--- config.mk ---
export PLATFORM = sky130hd
export DESIGN_NAME = ansi_text_to_char_lcd_flat
export DESIGN_NICKNAME = d
export VERILOG_FILES = /design/src/rtl/core/atlcd_pkg.sv /design/src/rtl/core/atlcd_if.sv /design/src/rtl/core/ansi_text_to_char_lcd.sv /design/src/rtl/core/atlcd_ram.sv /design/src/rtl/core/atlcd_dp.sv /design/src/rtl/core/atlcd_ctrl.sv /design/src/flat_wrapper.sv
export SDC_FILE = /design/constraint.sdc
export NUM_CORES = 1
export LEC_CHECK = 0
export ABC_AREA = 1
export BUFFER_PORTS_ARGS = -buffer_cell sky130_fd_sc_hd__buf_2
export CAP_MARGIN = 40
export CELL_PAD_IN_SITES_DETAIL_PLACEMENT = 1
export CELL_PAD_IN_SITES_GLOBAL_PLACEMENT = 1
export CORE_UTILIZATION = 30
export CTS_CLUSTER_DIAMETER = 120
export DETAILED_ROUTE_END_ITERATION = 8
export HOLD_SLACK_MARGIN = 0.06
export PLACE_DENSITY_LB_ADDON = 0.1
export SLEW_MARGIN = 30
export SYNTH_ARGS = -nofsm -noshare
export SYNTH_HDL_FRONTEND = slang
export SYNTH_SLANG_ARGS = --single-unit
--- constraint.sdc ---
create_clock -name clk_i -period 6.36 [get_ports clk_i]
set_clock_uncertainty 0.1 [all_clocks]
set_input_delay 1.272 -clock clk_i [delete_from_list [all_inputs] [get_ports clk_i]]
set_output_delay 1.272 -clock clk_i [all_outputs]
set_load 0.005 [all_outputs]
--- src/rtl/core/atlcd_pkg.sv ---
package atlcd_pkg;

  // lcd command bytes
  localparam logic [7:0] LCD_CLEAR      = 8'h01;
  localparam logic [7:0] LCD_ENTRY      = 8'h06;
  localparam logic [7:0] LCD_CUR_SHOWN  = 8'h0F;
  localparam logic [7:0] LCD_CUR_HIDDEN = 8'h0C;
  localparam logic [7:0] LCD_LOCATE     = 8'h80;
  localparam logic [7:0] LCD_ROW1       = 8'h40;

  // what the parser decided for the accepted byte
  typedef enum logic [2:0] {
    ACT_NONE    = 3'd0,
    ACT_PRINT   = 3'd1,
    ACT_NEWLINE = 3'd2,
    ACT_CLEAR   = 3'd3,
    ACT_ERASE   = 3'd4,
    ACT_HOME    = 3'd5,
    ACT_CUR_ON  = 3'd6,
    ACT_CUR_OFF = 3'd7
  } act_e;

  // source of the lcd write loaded into the output register
  typedef enum logic [2:0] {
    EMIT_CLEAR  = 3'd0,
    EMIT_HOME   = 3'd1,
    EMIT_ENTRY  = 3'd2,
    EMIT_LOCATE = 3'd3,
    EMIT_SHADOW = 3'd4,
    EMIT_SPACE  = 3'd5,
    EMIT_CHAR   = 3'd6,
    EMIT_CURSOR = 3'd7
  } emit_sel_e;

  // cursor and shadow updates
  typedef enum logic [2:0] {
    CUR_NONE     = 3'd0,
    CUR_WRAP     = 3'd1,
    CUR_NEWLINE  = 3'd2,
    CUR_SCROLLED = 3'd3,
    CUR_GOTO     = 3'd4,
    CUR_HOME     = 3'd5,
    CUR_ADVANCE  = 3'd6
  } cur_op_e;

  // column counter used by scroll redraw and erase
  typedef enum logic [1:0] {
    CNT_HOLD = 2'd0,
    CNT_ZERO = 2'd1,
    CNT_INC  = 2'd2,
    CNT_COL  = 2'd3
  } cnt_op_e;

  typedef struct packed {
    logic      take;
    logic      emit;
    emit_sel_e sel;
    logic      last;
    cur_op_e   cur_op;
    cnt_op_e   cnt_op;
    logic      rd_en;
    logic      erase;
  } atlcd_cmd_t;

  typedef struct packed {
    act_e act;
    logic moved;
    logic row_over;
    logic cnt_last;
    logic out_free;
  } atlcd_stat_t;

endpackage

--- src/rtl/core/atlcd_if.sv ---
// terminal byte channel
interface atlcd_char_if;
  logic       valid;
  logic       ready;
  logic [7:0] char_byte;

  modport source (output valid, output char_byte, input ready);
  modport sink (input valid, input char_byte, output ready);
endinterface

// lcd write channel
interface atlcd_wr_if;
  logic       valid;
  logic       ready;
  logic       register_select;
  logic [7:0] bus_value;
  logic       long_wait;
  logic       last;

  modport source (output valid, output register_select, output bus_value,
                  output long_wait, output last, input ready);
  modport sink (input valid, input register_select, input bus_value,
                input long_wait, input last, output ready);
endinterface

--- src/rtl/core/ansi_text_to_char_lcd.sv ---
// Terminal text front end for a two-line character LCD.
// char_i carries one terminal byte per transaction; lcd_o carries one LCD
// write per transaction (register_select, bus_value, long_wait, last), and
// last marks the final write caused by a byte. Bytes that cause no write
// produce no transaction on lcd_o.
// A byte is taken only while the controller is idle. After acceptance the
// controller decodes it in ST_DISP, then settles the cursor through ST_CHK and
// ST_POST for printable, newline and erase bytes, then issues one write per
// cycle while lcd_o is free. A scroll adds COLUMNS+3 writes, and erase adds
// one write per blanked cell. The rate is set by the write sequencer issuing
// at most one LCD write per cycle while lcd_o is free.
// The screen shadow sits in a small RAM read one cell per cycle while lcd_o
// is free during a scroll redraw; per-cell valid bits make unwritten cells
// read as spaces. Reset returns the parser to normal mode, clears parameters,
// homes the cursor and blanks the shadow immediately. When lcd_o stalls, the
// output register holds its write and the sequencer waits; the next byte is
// accepted as soon as the last write of the current one is registered.
module ansi_text_to_char_lcd import atlcd_pkg::*; #(
  parameter int unsigned COLUMNS = 16
) (
  input  logic         clk_i,
  input  logic         rst_ni,
  atlcd_char_if.sink   char_i,
  atlcd_wr_if.source   lcd_o
);

  atlcd_cmd_t  cmd;
  atlcd_stat_t stat;
  logic        in_ready;

  assign char_i.ready = in_ready;

  atlcd_ctrl u_ctrl (
    .clk_i      (clk_i),
    .rst_ni     (rst_ni),
    .in_valid_i (char_i.valid),
    .in_ready_o (in_ready),
    .stat_i     (stat),
    .cmd_o      (cmd)
  );

  atlcd_dp #(
    .COLUMNS (COLUMNS)
  ) u_dp (
    .clk_i             (clk_i),
    .rst_ni            (rst_ni),
    .char_byte_i       (char_i.char_byte),
    .cmd_i             (cmd),
    .stat_o            (stat),
    .out_ready_i       (lcd_o.ready),
    .out_valid_o       (lcd_o.valid),
    .register_select_o (lcd_o.register_select),
    .bus_value_o       (lcd_o.bus_value),
    .long_wait_o       (lcd_o.long_wait),
    .last_o            (lcd_o.last)
  );

`ifndef SYNTH
  // a write is only loaded when the output register can take it
  a_emit_room: assert property (@(posedge clk_i) disable iff (!rst_ni)
    cmd.emit |-> stat.out_free)
    else $error("write loaded into a full output register");

  // one byte at a time
  a_one_byte: assert property (@(posedge clk_i) disable iff (!rst_ni)
    (char_i.valid && char_i.ready) |=> !char_i.ready)
    else $error("second byte accepted while the first is in work");

  // shadow store is never read and written in the same cycle
  a_ram_port: assert property (@(posedge clk_i) disable iff (!rst_ni)
    cmd.rd_en |-> (cmd.cur_op != CUR_ADVANCE))
    else $error("shadow read and write collide");

  // long wait only on the clear command
  a_long_clear: assert property (@(posedge clk_i) disable iff (!rst_ni)
    (lcd_o.valid && lcd_o.long_wait) |->
      (!lcd_o.register_select && lcd_o.bus_value == LCD_CLEAR))
    else $error("long wait on a write other than clear");
`endif

endmodule

--- src/rtl/core/atlcd_ram.sv ---
module atlcd_ram #(
  parameter int unsigned WIDTH = 8,
  parameter int unsigned DEPTH = 64
) (
  input  logic                     clk_i,
  input  logic                     we_i,
  input  logic [$clog2(DEPTH)-1:0] waddr_i,
  input  logic [WIDTH-1:0]         wdata_i,
  input  logic                     re_i,
  input  logic [$clog2(DEPTH)-1:0] raddr_i,
  output logic [WIDTH-1:0]         rdata_o
);

  logic [WIDTH-1:0] mem_q [DEPTH];
  logic [WIDTH-1:0] rdata_q;

  // one write port, one registered read port
  always_ff @(posedge clk_i) begin
    if (we_i) begin
      mem_q[waddr_i] <= wdata_i;
    end
    if (re_i) begin
      rdata_q <= mem_q[raddr_i];
    end
  end

  assign rdata_o = rdata_q;

endmodule

--- src/rtl/core/atlcd_dp.sv ---
module atlcd_dp import atlcd_pkg::*; #(
  parameter int unsigned COLUMNS = 16
) (
  input  logic        clk_i,
  input  logic        rst_ni,
  input  logic [7:0]  char_byte_i,
  input  atlcd_cmd_t  cmd_i,
  output atlcd_stat_t stat_o,
  input  logic        out_ready_i,
  output logic        out_valid_o,
  output logic        register_select_o,
  output logic [7:0]  bus_value_o,
  output logic        long_wait_o,
  output logic        last_o
);

  localparam int unsigned CW    = $clog2(COLUMNS + 1);
  localparam int unsigned AW_C  = $clog2(COLUMNS);
  localparam int unsigned DEPTH = 2 * (2 ** AW_C);

  localparam logic [7:0] CH_LF       = 8'h0A;
  localparam logic [7:0] CH_ESC      = 8'h1B;
  localparam logic [7:0] CH_SPACE    = 8'h20;
  localparam logic [7:0] CH_ZERO     = 8'h30;
  localparam logic [7:0] CH_NINE     = 8'h39;
  localparam logic [7:0] CH_SEMI     = 8'h3B;
  localparam logic [7:0] CH_QUEST    = 8'h3F;
  localparam logic [7:0] CH_UP_H     = 8'h48;
  localparam logic [7:0] CH_UP_J     = 8'h4A;
  localparam logic [7:0] CH_UP_K     = 8'h4B;
  localparam logic [7:0] CH_BRACKET  = 8'h5B;
  localparam logic [7:0] CH_LOW_H    = 8'h68;
  localparam logic [7:0] CH_LOW_L    = 8'h6C;
  localparam logic [7:0] PARAM_CUR   = 8'd25;
  localparam logic [1:0] SLOT_FIRST  = 2'd0;
  localparam logic [1:0] SLOT_SECOND = 2'd1;
  localparam logic [1:0] SLOT_END    = 2'd2;

  typedef enum logic [3:0] {
    MODE_NORMAL = 4'b0001,
    MODE_ESC    = 4'b0010,
    MODE_CSI    = 4'b0100,
    MODE_SPEC   = 4'b1000
  } mode_e;

  mode_e       mode_q, mode_d;
  logic [7:0]  p1_q, p1_d, p2_q, p2_d;
  logic [1:0]  slot_q, slot_d;
  act_e        act_q, act_d;
  logic [7:0]  char_q;

  logic        is_digit, printable, do_digit, do_slot;
  act_e        nrm_act;
  logic [7:0]  acc, sat;
  logic [11:0] prod;

  // escape parser, evaluated on the incoming byte
  always_comb begin
    mode_d   = mode_q;
    p1_d     = p1_q;
    p2_d     = p2_q;
    slot_d   = slot_q;
    act_d    = ACT_NONE;
    do_digit = 1'b0;
    do_slot  = 1'b0;

    is_digit  = (char_byte_i >= CH_ZERO) && (char_byte_i <= CH_NINE);
    printable = (char_byte_i >= CH_SPACE) && !char_byte_i[7];
    if (printable) begin
      nrm_act = ACT_PRINT;
    end else if (char_byte_i == CH_LF) begin
      nrm_act = ACT_NEWLINE;
    end else begin
      nrm_act = ACT_NONE;
    end

    // parameter accumulate, v*10+d saturating
    acc  = (slot_q == SLOT_FIRST) ? p1_q : p2_q;
    prod = {1'b0, acc, 3'b000} + {3'b000, acc, 1'b0} + {8'h00, char_byte_i[3:0]};
    sat  = (prod > 12'd255) ? 8'hFF : prod[7:0];

    unique case (mode_q)
      MODE_NORMAL: begin
        act_d = nrm_act;
        if (char_byte_i == CH_ESC) begin
          mode_d = MODE_ESC;
        end
      end
      MODE_ESC: begin
        if (char_byte_i == CH_BRACKET) begin
          mode_d = MODE_CSI;
          p1_d   = '0;
          p2_d   = '0;
          slot_d = SLOT_FIRST;
        end else if (char_byte_i != CH_ESC) begin
          mode_d = MODE_NORMAL;
          act_d  = nrm_act;
        end
      end
      MODE_CSI: begin
        if (is_digit) begin
          do_digit = 1'b1;
        end else if (char_byte_i == CH_SEMI) begin
          do_slot = 1'b1;
        end else if (char_byte_i == CH_QUEST) begin
          p1_d   = '0;
          p2_d   = '0;
          slot_d = SLOT_FIRST;
          mode_d = MODE_SPEC;
        end else begin
          mode_d = MODE_NORMAL;
          if (char_byte_i == CH_UP_J) begin
            act_d = ACT_CLEAR;
          end else if (char_byte_i == CH_UP_K) begin
            act_d = ACT_ERASE;
          end else if (char_byte_i == CH_UP_H) begin
            act_d = ACT_HOME;
          end
        end
      end
      MODE_SPEC: begin
        if (is_digit) begin
          do_digit = 1'b1;
        end else if (char_byte_i == CH_SEMI) begin
          do_slot = 1'b1;
        end else begin
          mode_d = MODE_NORMAL;
          if (char_byte_i == CH_LOW_L && p1_q == PARAM_CUR) begin
            act_d = ACT_CUR_ON;
          end else if (char_byte_i == CH_LOW_H && p1_q == PARAM_CUR) begin
            act_d = ACT_CUR_OFF;
          end
        end
      end
      default: begin
        mode_d = MODE_NORMAL;
      end
    endcase

    if (do_digit) begin
      if (slot_q == SLOT_FIRST) begin
        p1_d = sat;
      end else if (slot_q == SLOT_SECOND) begin
        p2_d = sat;
      end
    end
    if (do_slot && slot_q != SLOT_END) begin
      slot_d = slot_q + 2'd1;
      if (slot_q == SLOT_FIRST) begin
        p2_d = '0;
      end
    end
  end

  always_ff @(posedge clk_i or negedge rst_ni) begin
    if (!rst_ni) begin
      mode_q <= MODE_NORMAL;
      p1_q   <= '0;
      p2_q   <= '0;
      slot_q <= SLOT_FIRST;
      act_q  <= ACT_NONE;
    end else if (cmd_i.take) begin
      mode_q <= mode_d;
      p1_q   <= p1_d;
      p2_q   <= p2_d;
      slot_q <= slot_d;
      act_q  <= act_d;
    end
  end

  always_ff @(posedge clk_i) begin
    if (cmd_i.take) begin
      char_q <= char_byte_i;
    end
  end

  // cursor, row mapping and shadow valid bits
  logic [CW-1:0]      col_q, col_d;
  logic [1:0]         row_q, row_d;
  logic               moved_q, moved_d;
  logic               top_q, top_d;
  logic [AW_C-1:0]    cnt_q, cnt_d;
  logic [COLUMNS-1:0] vld_q [2];
  logic [COLUMNS-1:0] vld_d [2];
  logic               prow;
  logic [AW_C-1:0]    col_idx, col_rd;

  assign prow    = row_q[0] ^ top_q;
  assign col_idx = col_q[AW_C-1:0];
  assign col_rd  = (cmd_i.cnt_op == CNT_ZERO) ? '0 : cnt_q + 1'b1;

  always_comb begin
    col_d   = col_q;
    row_d   = row_q;
    moved_d = moved_q;
    top_d   = top_q;
    vld_d   = vld_q;
    cnt_d   = cnt_q;

    unique case (cmd_i.cur_op)
      CUR_NONE: begin
      end
      CUR_WRAP: begin
        if (col_q >= CW'(COLUMNS)) begin
          col_d   = '0;
          row_d   = row_q + 2'd1;
          moved_d = 1'b1;
        end else begin
          moved_d = 1'b0;
        end
      end
      CUR_NEWLINE: begin
        col_d   = '0;
        row_d   = row_q + 2'd1;
        moved_d = 1'b1;
      end
      CUR_SCROLLED: begin
        col_d        = '0;
        row_d        = 2'd1;
        moved_d      = 1'b1;
        top_d        = ~top_q;
        vld_d[top_q] = '0;
      end
      CUR_GOTO: begin
        col_d = (p1_q >= 8'(COLUMNS)) ? CW'(COLUMNS - 1) : CW'(p1_q);
        row_d = (p2_q != 8'h00) ? 2'd1 : 2'd0;
      end
      CUR_HOME: begin
        col_d    = '0;
        row_d    = '0;
        vld_d[0] = '0;
        vld_d[1] = '0;
      end
      CUR_ADVANCE: begin
        col_d                = col_q + 1'b1;
        vld_d[prow][col_idx] = 1'b1;
      end
      default: begin
      end
    endcase

    // erase-to-end-of-line blanks one cell per write
    if (cmd_i.erase) begin
      vld_d[prow][cnt_q] = 1'b0;
    end

    unique case (cmd_i.cnt_op)
      CNT_HOLD: cnt_d = cnt_q;
      CNT_ZERO: cnt_d = '0;
      CNT_INC:  cnt_d = cnt_q + 1'b1;
      CNT_COL:  cnt_d = col_idx;
      default:  cnt_d = cnt_q;
    endcase
  end

  always_ff @(posedge clk_i or negedge rst_ni) begin
    if (!rst_ni) begin
      col_q   <= '0;
      row_q   <= '0;
      moved_q <= 1'b0;
      top_q   <= 1'b0;
      cnt_q   <= '0;
      vld_q   <= '{default: '0};
    end else begin
      col_q   <= col_d;
      row_q   <= row_d;
      moved_q <= moved_d;
      top_q   <= top_d;
      cnt_q   <= cnt_d;
      vld_q   <= vld_d;
    end
  end

  // screen shadow store, read during scroll redraw
  logic [7:0] rdata;
  logic       rd_vld_q;
  logic [7:0] shadow_byte;

  atlcd_ram #(
    .WIDTH (8),
    .DEPTH (DEPTH)
  ) u_ram (
    .clk_i   (clk_i),
    .we_i    (cmd_i.cur_op == CUR_ADVANCE),
    .waddr_i ({prow, col_idx}),
    .wdata_i (char_q),
    .re_i    (cmd_i.rd_en),
    .raddr_i ({~top_q, col_rd}),
    .rdata_o (rdata)
  );

  always_ff @(posedge clk_i) begin
    if (cmd_i.rd_en) begin
      rd_vld_q <= vld_q[~top_q][col_rd];
    end
  end

  assign shadow_byte = rd_vld_q ? rdata : CH_SPACE;

  // write byte selection
  logic [CW-1:0] col_clamp;
  logic [7:0]    loc_byte;
  logic          rs_d, long_d;
  logic [7:0]    bus_d;

  assign col_clamp = (col_q >= CW'(COLUMNS)) ? CW'(COLUMNS - 1) : col_q;
  assign loc_byte  = LCD_LOCATE | ((row_q != 2'd0) ? LCD_ROW1 : 8'h00) | 8'(col_clamp);

  always_comb begin
    rs_d   = 1'b0;
    long_d = 1'b0;
    bus_d  = LCD_CLEAR;
    unique case (cmd_i.sel)
      EMIT_CLEAR: begin
        bus_d  = LCD_CLEAR;
        long_d = 1'b1;
      end
      EMIT_HOME:   bus_d = LCD_LOCATE;
      EMIT_ENTRY:  bus_d = LCD_ENTRY;
      EMIT_LOCATE: bus_d = loc_byte;
      EMIT_SHADOW: begin
        rs_d  = 1'b1;
        bus_d = shadow_byte;
      end
      EMIT_SPACE: begin
        rs_d  = 1'b1;
        bus_d = CH_SPACE;
      end
      EMIT_CHAR: begin
        rs_d  = 1'b1;
        bus_d = char_q;
      end
      EMIT_CURSOR: bus_d = (act_q == ACT_CUR_ON) ? LCD_CUR_SHOWN : LCD_CUR_HIDDEN;
      default:     bus_d = LCD_CLEAR;
    endcase
  end

  // output register
  logic       out_valid_q;
  logic       rs_q, long_q, last_q;
  logic [7:0] bus_q;

  always_ff @(posedge clk_i or negedge rst_ni) begin
    if (!rst_ni) begin
      out_valid_q <= 1'b0;
    end else if (cmd_i.emit) begin
      out_valid_q <= 1'b1;
    end else if (out_ready_i) begin
      out_valid_q <= 1'b0;
    end
  end

  always_ff @(posedge clk_i) begin
    if (cmd_i.emit) begin
      rs_q   <= rs_d;
      bus_q  <= bus_d;
      long_q <= long_d;
      last_q <= cmd_i.last;
    end
  end

  assign out_valid_o       = out_valid_q;
  assign register_select_o = rs_q;
  assign bus_value_o       = bus_q;
  assign long_wait_o       = long_q;
  assign last_o            = last_q;

  // status to the controller
  assign stat_o.act      = act_q;
  assign stat_o.moved    = moved_q;
  assign stat_o.row_over = row_q[1];
  assign stat_o.cnt_last = (cnt_q == AW_C'(COLUMNS - 1));
  assign stat_o.out_free = !out_valid_q || out_ready_i;

endmodule

--- src/rtl/core/atlcd_ctrl.sv ---
module atlcd_ctrl import atlcd_pkg::*; (
  input  logic        clk_i,
  input  logic        rst_ni,
  input  logic        in_valid_i,
  output logic        in_ready_o,
  input  atlcd_stat_t stat_i,
  output atlcd_cmd_t  cmd_o
);

  typedef enum logic [13:0] {
    ST_IDLE     = 14'b00000000000001,
    ST_DISP     = 14'b00000000000010,
    ST_CHK      = 14'b00000000000100,
    ST_SCR_CLR  = 14'b00000000001000,
    ST_SCR_LOC  = 14'b00000000010000,
    ST_SCR_ENT  = 14'b00000000100000,
    ST_SCR_DATA = 14'b00000001000000,
    ST_POST     = 14'b00000010000000,
    ST_LOC_PRE  = 14'b00000100000000,
    ST_PRINT    = 14'b00001000000000,
    ST_ERASE    = 14'b00010000000000,
    ST_LOC      = 14'b00100000000000,
    ST_JCLR     = 14'b01000000000000,
    ST_CUR      = 14'b10000000000000
  } state_e;

  state_e state_q, state_d;
  logic   free;

  assign free       = stat_i.out_free;
  assign in_ready_o = (state_q == ST_IDLE);

  // sequencing of lcd writes for one byte
  always_comb begin
    state_d       = state_q;
    cmd_o.take    = in_valid_i && (state_q == ST_IDLE);
    cmd_o.emit    = 1'b0;
    cmd_o.sel     = EMIT_CLEAR;
    cmd_o.last    = 1'b0;
    cmd_o.cur_op  = CUR_NONE;
    cmd_o.cnt_op  = CNT_HOLD;
    cmd_o.rd_en   = 1'b0;
    cmd_o.erase   = 1'b0;

    unique case (state_q)
      ST_IDLE: begin
        if (in_valid_i) begin
          state_d = ST_DISP;
        end
      end
      ST_DISP: begin
        unique case (stat_i.act)
          ACT_NONE: state_d = ST_IDLE;
          ACT_PRINT, ACT_ERASE: begin
            cmd_o.cur_op = CUR_WRAP;
            state_d      = ST_CHK;
          end
          ACT_NEWLINE: begin
            cmd_o.cur_op = CUR_NEWLINE;
            state_d      = ST_CHK;
          end
          ACT_CLEAR: state_d = ST_JCLR;
          ACT_HOME: begin
            cmd_o.cur_op = CUR_GOTO;
            state_d      = ST_LOC;
          end
          ACT_CUR_ON, ACT_CUR_OFF: state_d = ST_CUR;
          default: state_d = ST_IDLE;
        endcase
      end
      ST_CHK: begin
        state_d = stat_i.row_over ? ST_SCR_CLR : ST_POST;
      end
      ST_SCR_CLR: begin
        if (free) begin
          cmd_o.emit = 1'b1;
          cmd_o.sel  = EMIT_CLEAR;
          state_d    = ST_SCR_LOC;
        end
      end
      ST_SCR_LOC: begin
        if (free) begin
          cmd_o.emit = 1'b1;
          cmd_o.sel  = EMIT_HOME;
          state_d    = ST_SCR_ENT;
        end
      end
      ST_SCR_ENT: begin
        // prefetch the first cell of the row moving up
        if (free) begin
          cmd_o.emit   = 1'b1;
          cmd_o.sel    = EMIT_ENTRY;
          cmd_o.rd_en  = 1'b1;
          cmd_o.cnt_op = CNT_ZERO;
          state_d      = ST_SCR_DATA;
        end
      end
      ST_SCR_DATA: begin
        if (free) begin
          cmd_o.emit = 1'b1;
          cmd_o.sel  = EMIT_SHADOW;
          if (stat_i.cnt_last) begin
            cmd_o.cur_op = CUR_SCROLLED;
            state_d      = ST_POST;
          end else begin
            cmd_o.rd_en  = 1'b1;
            cmd_o.cnt_op = CNT_INC;
          end
        end
      end
      ST_POST: begin
        priority if (stat_i.act == ACT_PRINT) begin
          state_d = stat_i.moved ? ST_LOC_PRE : ST_PRINT;
        end else if (stat_i.act == ACT_ERASE) begin
          cmd_o.cnt_op = CNT_COL;
          state_d      = stat_i.moved ? ST_LOC_PRE : ST_ERASE;
        end else begin
          state_d = ST_LOC;
        end
      end
      ST_LOC_PRE: begin
        if (free) begin
          cmd_o.emit = 1'b1;
          cmd_o.sel  = EMIT_LOCATE;
          state_d    = (stat_i.act == ACT_ERASE) ? ST_ERASE : ST_PRINT;
        end
      end
      ST_PRINT: begin
        if (free) begin
          cmd_o.emit   = 1'b1;
          cmd_o.sel    = EMIT_CHAR;
          cmd_o.last   = 1'b1;
          cmd_o.cur_op = CUR_ADVANCE;
          state_d      = ST_IDLE;
        end
      end
      ST_ERASE: begin
        if (free) begin
          cmd_o.emit  = 1'b1;
          cmd_o.sel   = EMIT_SPACE;
          cmd_o.erase = 1'b1;
          if (stat_i.cnt_last) begin
            state_d = ST_LOC;
          end else begin
            cmd_o.cnt_op = CNT_INC;
          end
        end
      end
      ST_LOC: begin
        if (free) begin
          cmd_o.emit = 1'b1;
          cmd_o.sel  = EMIT_LOCATE;
          cmd_o.last = 1'b1;
          state_d    = ST_IDLE;
        end
      end
      ST_JCLR: begin
        if (free) begin
          cmd_o.emit   = 1'b1;
          cmd_o.sel    = EMIT_CLEAR;
          cmd_o.last   = 1'b1;
          cmd_o.cur_op = CUR_HOME;
          state_d      = ST_IDLE;
        end
      end
      ST_CUR: begin
        if (free) begin
          cmd_o.emit = 1'b1;
          cmd_o.sel  = EMIT_CURSOR;
          cmd_o.last = 1'b1;
          state_d    = ST_IDLE;
        end
      end
      default: begin
        state_d = ST_IDLE;
      end
    endcase
  end

  always_ff @(posedge clk_i or negedge rst_ni) begin
    if (!rst_ni) begin
      state_q <= ST_IDLE;
    end else begin
      state_q <= state_d;
    end
  end

endmodule

--- src/flat_wrapper.sv ---
// flat-port wrapper written by rule: the top's interface ports become plain ports
module ansi_text_to_char_lcd_flat import atlcd_pkg::*;
#(
  parameter int unsigned COLUMNS = 16
)
  (clk_i, rst_ni, char_i_valid, char_i_char_byte, char_i_ready, lcd_o_valid, lcd_o_register_select, lcd_o_bus_value, lcd_o_long_wait, lcd_o_last, lcd_o_ready);
  atlcd_char_if char_i_i ();
  atlcd_wr_if lcd_o_i ();
  input  logic clk_i;
  input  logic rst_ni;
  input wire logic [$bits(char_i_i.valid)-1:0] char_i_valid;
  input wire logic [$bits(char_i_i.char_byte)-1:0] char_i_char_byte;
  output wire logic [$bits(char_i_i.ready)-1:0] char_i_ready;
  output wire logic [$bits(lcd_o_i.valid)-1:0] lcd_o_valid;
  output wire logic [$bits(lcd_o_i.register_select)-1:0] lcd_o_register_select;
  output wire logic [$bits(lcd_o_i.bus_value)-1:0] lcd_o_bus_value;
  output wire logic [$bits(lcd_o_i.long_wait)-1:0] lcd_o_long_wait;
  output wire logic [$bits(lcd_o_i.last)-1:0] lcd_o_last;
  input wire logic [$bits(lcd_o_i.ready)-1:0] lcd_o_ready;
  assign char_i_i.valid = char_i_valid;
  assign char_i_i.char_byte = char_i_char_byte;
  assign char_i_ready = char_i_i.ready;
  assign lcd_o_valid = lcd_o_i.valid;
  assign lcd_o_register_select = lcd_o_i.register_select;
  assign lcd_o_bus_value = lcd_o_i.bus_value;
  assign lcd_o_long_wait = lcd_o_i.long_wait;
  assign lcd_o_last = lcd_o_i.last;
  assign lcd_o_i.ready = lcd_o_ready;
  ansi_text_to_char_lcd #(.COLUMNS(COLUMNS)) u_core (.clk_i(clk_i), .rst_ni(rst_ni), .char_i(char_i_i), .lcd_o(lcd_o_i));
endmodule
Yosys cells after proc, flatten, opt, wreduce, memory -nomap -nowiden
Memory sizes are Yosys's and may differ from the RTL's. A register that Yosys moved wholly into a read port is not among the register bits.
Cells that the tools add are included.

operators by class
  add/sub/neg operators = 6
  equal/unequal tests = 77
  order comparisons = 16
  bitwise gates (word level) = 11
  reductions and logical operators = 37
  mux-type cells = 136

operators by type and width
  operator                                                          number
  8-bit 2-to-1 mux                                                  21
  14-bit 2-to-1 mux                                                 11
  14-bit one-hot mux with 11 select lines                           1
  16-bit 2-to-1 mux                                                 6
  32-bit one-hot mux with 3 select lines                            1
  14-bit one-hot mux with 5 select lines                            1
  32-bit AND                                                        2
  32-bit NOT                                                        2
  8-bit one-hot mux with 8 select lines                             1
  4-bit 2-to-1 mux                                                  15
  16-bit demux with 1-bit select                                    3
  8-bit by 7-bit == test with 1-bit output (second input constant)  6
  3-bit 2-to-1 mux                                                  14
  4-bit one-hot mux with 10 select lines                            1
  3-bit == test (second input constant)                             11
  32-bit 2-to-1 mux                                                 1
  32-bit OR                                                         1
  8-bit one-hot mux with 2 select lines                             2
  2-bit 2-to-1 mux                                                  14
  2-bit inequality test (second input constant)                     14
  5-bit 2-to-1 mux                                                  5
  3-bit one-hot mux with 4 select lines                             2
  11-bit 2-to-1 mux                                                 2
  5-bit one-hot mux with 4 select lines                             1
  other kinds (78)                                                  145

word-level totals
  bits in registers = 105
  logic and storage cells = 304
  memory bits (writable) = 256
  output and inout bits = 13
  memories kept = 1

memory list
  memory                   words  width  rd ports  clocked after Yosys merged registers in  wr ports  RTL line         source
  u_core.u_dp.u_ram.mem_q  32     8      1         1                                        1         atlcd_ram.sv:14  logic [WIDTH-1:0] mem_q [DEPTH];

Depth between registers and ports, before layout
  depth after elaboration = 11
  depth in mapped cells = 18
  mapped depth without buffers = 18

By module
Synthesis repeated with hierarchy kept, for this count alone.

unflattened totals
  cells, all modules = 2,025
  area total of the unflattened synthesis = 18,535.3 µm²

by module, submodules not included
  module      area each (µm²)  cells an instance  times used
  atlcd_ram   10,866.7         922                1
  atlcd_dp    6,366.1          896                1
  atlcd_ctrl  1,302.5          207                1

Worst setup path after synthesis
Ideal clock, no wire load.

  path kind = input to register
  start = input port char_i_char_byte[3]
  end = register u_core.u_dp.p2_q[0]
  library setup time = 0.130 ns
  data arrival time = 3.449 ns
  stages on the path = 11
  setup slack = 2.681 ns
  required time = 6.130 ns
  path through = inv_1 > fa_1 > fa_1 > o21ai_2 > nand4_1 > nand3_1 > nand2_1 > a21oi_1 > nand3_1 > o21ai_0 > o21ai_0

between the ends
  longest elaborated chain between the ends = 10
  elaborated cells on any way between the ends = 25
  classes of those cells = 1 x add/sub; 3 x order compare; 3 x eq/ne; 16 x mux; 2 x reduce/logical

ends and longest elaborated chain
  element                                                                                           RTL line            source
  start: declaration                                                                                flat_wrapper.sv:12  input wire logic [$bits(char_i_i.char_byte)-1:0] char_i_char_byte;
  parallel branches: the longest is 9 deep, another holds 12-bit by 4-bit adder with 12-bit output  n/a
  8-bit 2-to-1 mux (*)                                                                              atlcd_dp.sv:147     if (do_slot && slot_q != SLOT_END) begin
  end signal: assignment                                                                            atlcd_dp.sv:165     p2_q <= p2_d;
  end: declaration                                                                                  atlcd_dp.sv:47      logic [7:0] p1_q, p1_d, p2_q, p2_d;

Every way passes the cells marked *.
A chain may end at the register's enable or synchronous reset.

Worst setup path after layout
  start = register u_core.u_dp.slot_q[0]
  end = register u_core.u_dp.p2_q[5]

between the ends
  longest elaborated chain between the ends = 11
  elaborated cells on any way between the ends = 14
  classes of those cells = 2 x add/sub; 1 x order compare; 2 x eq/ne; 7 x mux; 2 x reduce/logical

ends and longest elaborated chain
  element                                                    RTL line                                          source
  start: declaration                                         atlcd_dp.sv:48                                    logic [1:0] slot_q, slot_d;
  start signal: assignment                                   atlcd_dp.sv:166                                   slot_q <= slot_d;
  2-bit zero test                                            atlcd_dp.sv:78, atlcd_dp.sv:141, atlcd_dp.sv:149
  8-bit 2-to-1 mux                                           atlcd_dp.sv:78                                    acc = (slot_q == SLOT_FIRST) ? p1_q : p2_q;
  11-bit by 9-bit adder with 12-bit output                   atlcd_dp.sv:79                                    prod = {1'b0, acc, 3'b000} + {3'b000, acc, 1'b0} + {8'h00, char_byte_i[3:0]};
  12-bit by 4-bit adder with 12-bit output                   atlcd_dp.sv:79
  12-bit by 8-bit greater-than comparator with 1-bit output  atlcd_dp.sv:80                                    sat = (prod > 12'd255) ? 8'hFF : prod[7:0];
  8-bit 2-to-1 mux                                           atlcd_dp.sv:80
  8-bit 2-to-1 mux                                           atlcd_dp.sv:143                                   end else if (slot_q == SLOT_SECOND) begin
  8-bit 2-to-1 mux                                           atlcd_dp.sv:141                                   if (slot_q == SLOT_FIRST) begin
  8-bit 2-to-1 mux                                           atlcd_dp.sv:140                                   if (do_digit) begin
  8-bit 2-to-1 mux                                           atlcd_dp.sv:149                                   if (slot_q == SLOT_FIRST) begin
  8-bit 2-to-1 mux (*)                                       atlcd_dp.sv:147

Every way passes the cells marked *; elsewhere a longest branch is shown, timed or not.

==> impl_metrics.json <==
{
  "io_buffers": 24,
  "grt_pass1_wl_um": 91000,
  "gp_congestion": 0.793,
  "grt_max_degree": 75,
  "syn_inst": 1941,
  "ys_seq_area_share_pct": 58.2,
  "drive_gt1_share_pct": 10.3,
  "power.leakage_nw": 8.63,
  "slew_headroom_pct": 42.1,
  "final_area_um2": 20800,
  "slew_violations": 0,
  "regArea_um2": 10700,
  "cp.required_ns": 6.73,
  "fillers": 6907,
  "grt_pass1_vias": 14614,
  "ys.flop_type": "edfxtp_1",
  "synth_area_leaders": "edfxtp_1 47%, dfrtp_1 11%, nand2_1 7.7%",
  "synthArstFlopShare_pct": 23.0,
  "synth-edff-count": 284,
  "hold_start": "u_core.u_dp.top_q",
  "hold_ws_ns": 0.408,
  "cts-buffers-inserted": 47,
  "synth.distinct_cells": 52,
  "avgSynthCellArea_um2": 9.44,
  "cellPowerDensity_nw_per_um2": 483,
  "cap_violations": 0,
  "start_util_pct": 30.4,
  "drt_iter0_drc": 614,
  "crit_path_end_kind": "flop",
  "cp.arrival_ns": 4.51,
  "critPathLaunchType": "flop",
  "cp.buffers_inverters": 1,
  "fin_util_pct": 34.5,
  "rows": 90,
  "cts_setup_buffers": 0,
  "clk_pin_slew_ns": 0.06,
  "cp_max_fo": 13,
  "crit_family": "compound AO/OA/AOI/OAI gates",
  "viasPerCell": 4.95,
  "syn_nets": 1983,
  "clock_path_buffers": 3,
  "synthTopCellsByCount": "374 x nand2_1, 284 x edfxtp_1, 239 x inv_1, 221 x nor2_1, 216 x nand3_1",
  "clkSinkCount": 369,
  "holdBufCountCts": 0,
  "die_width_um": 249,
  "design.core.area_um2": 60400,
  "die_y_um": 249,
  "crit_path_start": "u_core.u_dp.slot_q[0]",
  "finalHoldViolations": 0,
  "num_antenna_cells": 0,
  "overflow": 0,
  "routed_wl_um": 59100,
  "cpMaxStageDelayCell": "fa_1",
  "route.detailed.drc": 0,
  "final_nets": 2017,
  "place_area_um2": 19200,
  "drtPass1Iterations": 5,
  "cts_resized": 0,
  "fin_tns_setup_ns": 0,
  "ys_ff_latch": 369,
  "slowest_delay_ns": 0.55,
  "fin_crit_sh_pct": 65.2,
  "track_usage_pct": 19.3,
  "synth_top_cell_area_share_pct": 46.5,
  "outcome": "finished, final reports clean",
  "r2r_start": "u_core.u_dp.slot_q[0]",
  "syn_area_um2": 18300,
  "setup_violations": 0,
  "die_area_um2": 62100,
  "wl_per_cell_um": 21.1,
  "cts_root_buf": "clkbuf_16",
  "crit_type": "flop to flop",
  "tightestPinTransition_ns": 0.869,
  "cpMostUsedCell": "o21ai_0",
  "rrSetupSlack_ns": 2.21,
  "num_vias": 13847,
  "cp_cell_sequence": "inv_1, ha_1, o21ai_0, fa_1, fa_1, o21ai_2, nand4_1, nand3_1, nand2_1, a21oi_1, nand3_1, o21ai_0, o21ai_0",
  "clock_latency_ns": 0.60,
  "fmax_ghz": 0.241,
  "multiInputGateArea_um2": 6270,
  "antenna_found_initial": 0,
  "rsz0062_at_grt": "no",
  "synth.yosys.warnings": 0,
  "htreeDepth": 2,
  "cts_tree": "built",
  "ir_drop_v": 0.000282,
  "synthToLayoutAreaGrowth_pct": 13.6,
  "yosysMostFrequentCell": "nand2_1",
  "fin_crit_ns": 4.15,
  "hold_path_class": "flop to flop",
  "ant_nets": 0,
  "yosysTopAreaCell": "edfxtp_1",
  "dp_hpwl_um": 39000,
  "io_pins": 25
}
==> cell families after synthesis <==
group	synth area share, %
AO/OA/AOI/OAI	9.42
multiplexers	0.109
flip-flops	58.2
adder cells (fa/ha/maj)	2.13
XOR/XNOR	0.573
buffers and inverters	7.73
AND/OR/NAND/NOR	21.9
==> per-stage QoR <==
stage	cells	power (mW)	setup slack [ns]
after global routing	2796	10.7	1.89
final	2796	10.0	2.21
after detailed placement	2696	7.57	1.82
after CTS	2784	10.2	2.20
after global placement	2690	7.54	1.91
after floorplan	1941	6.01	2.68
==> area by class of cell <==
type | count | share of cell area, %
Clock inverter | 18 | 0.878
Tap cell | 782 | 4.70
Timing Repair Buffer | 63 | 2.09
Sequential cell | 369 | 51.2
Clock buffer | 70 | 6.36
Inverter | 256 | 4.63
Multi-Input combinational cell | 1238 | 30.1
==> layer usage <==
metal  share of wire (%)  track usage [%]
met4                 1.9             4.89
met5                   0                0
met1                  45             24.7
met2                  50             34.3
met3                 2.4             2.23
==> state kept, by name, summed over array words and instances, names as in the netlist, 2 cells and up <==
name and cells:
u_core.u_dp.u_ram.mem_q 256, u_core.u_dp.vld_q 32, u_core.u_ctrl.state_q 14, u_core.u_dp.bus_value_o 8
u_core.u_dp.char_q 8, u_core.u_dp.p1_q 8, u_core.u_dp.p2_q 8, u_core.u_dp.u_ram.rdata_o 8
u_core.u_dp.col_q 5, u_core.u_dp.cnt_q 4, u_core.u_dp.mode_q 4, u_core.u_dp.act_q 3
u_core.u_dp.row_q 2, u_core.u_dp.slot_q 2
==> cell usage in the layout (no fill, tap or decap), drive strengths merged, types with 4 or more instances in the layout <==
| cell type | Yosys | final |
|---|---|---|
| o21bai | 5 | 5 |
| nor3 | 17 | 17 |
| xor2 | 10 | 10 |
| o221ai | 30 | 30 |
| dfrtp | 83 | 83 |
| clkinv | 4 | 17 |
| clkbuf | 28 | 77 |
| o31ai | 5 | 5 |
| buf | 50 | 56 |
| nand3 | 218 | 218 |
| nand2 | 386 | 386 |
| nor2 | 241 | 241 |
| a31oi | 4 | 4 |
| ha | 28 | 28 |
| o21ai | 143 | 143 |
| or2 | 19 | 19 |
| o211ai | 47 | 47 |
| a21oi | 40 | 40 |
| inv | 252 | 254 |
| edfxtp | 284 | 284 |
| nand4 | 21 | 21 |
==> final timing paths <==
check | to | depth (start not counted)
max | u_core.u_dp.p2_q[5] | 13
min | u_core.u_dp.top_q | 1
min in group asynchronous | u_core.u_dp.out_valid_o | 1
min reg2reg | u_core.u_dp.top_q | 1
max in group asynchronous | u_core.u_dp.mode_q[0] | 2
max reg2reg | u_core.u_dp.p2_q[5] | 13
==> power breakdown <==
part	leakage [nW]	internal [mW]	switching, mW
registers	3.67	2.90	0.149
clock network	0.736	1.53	1.11
logic	4.22	1.18	3.18
total	8.63	5.61	4.44
==> worst register-to-register path: stages (launching register included) <==
cell     delay (ns)
dfrtp_1        0.38
inv_1          0.10
ha_1           0.35
o21ai_0        0.47
fa_1           0.56
fa_1           0.49
o21ai_2        0.22
nand4_1        0.14
nand3_1        0.10
nand2_1        0.06
a21oi_1        0.49
nand3_1        0.26
o21ai_0        0.20
o21ai_0        0.11
Power figures use the tool's default switching activity.
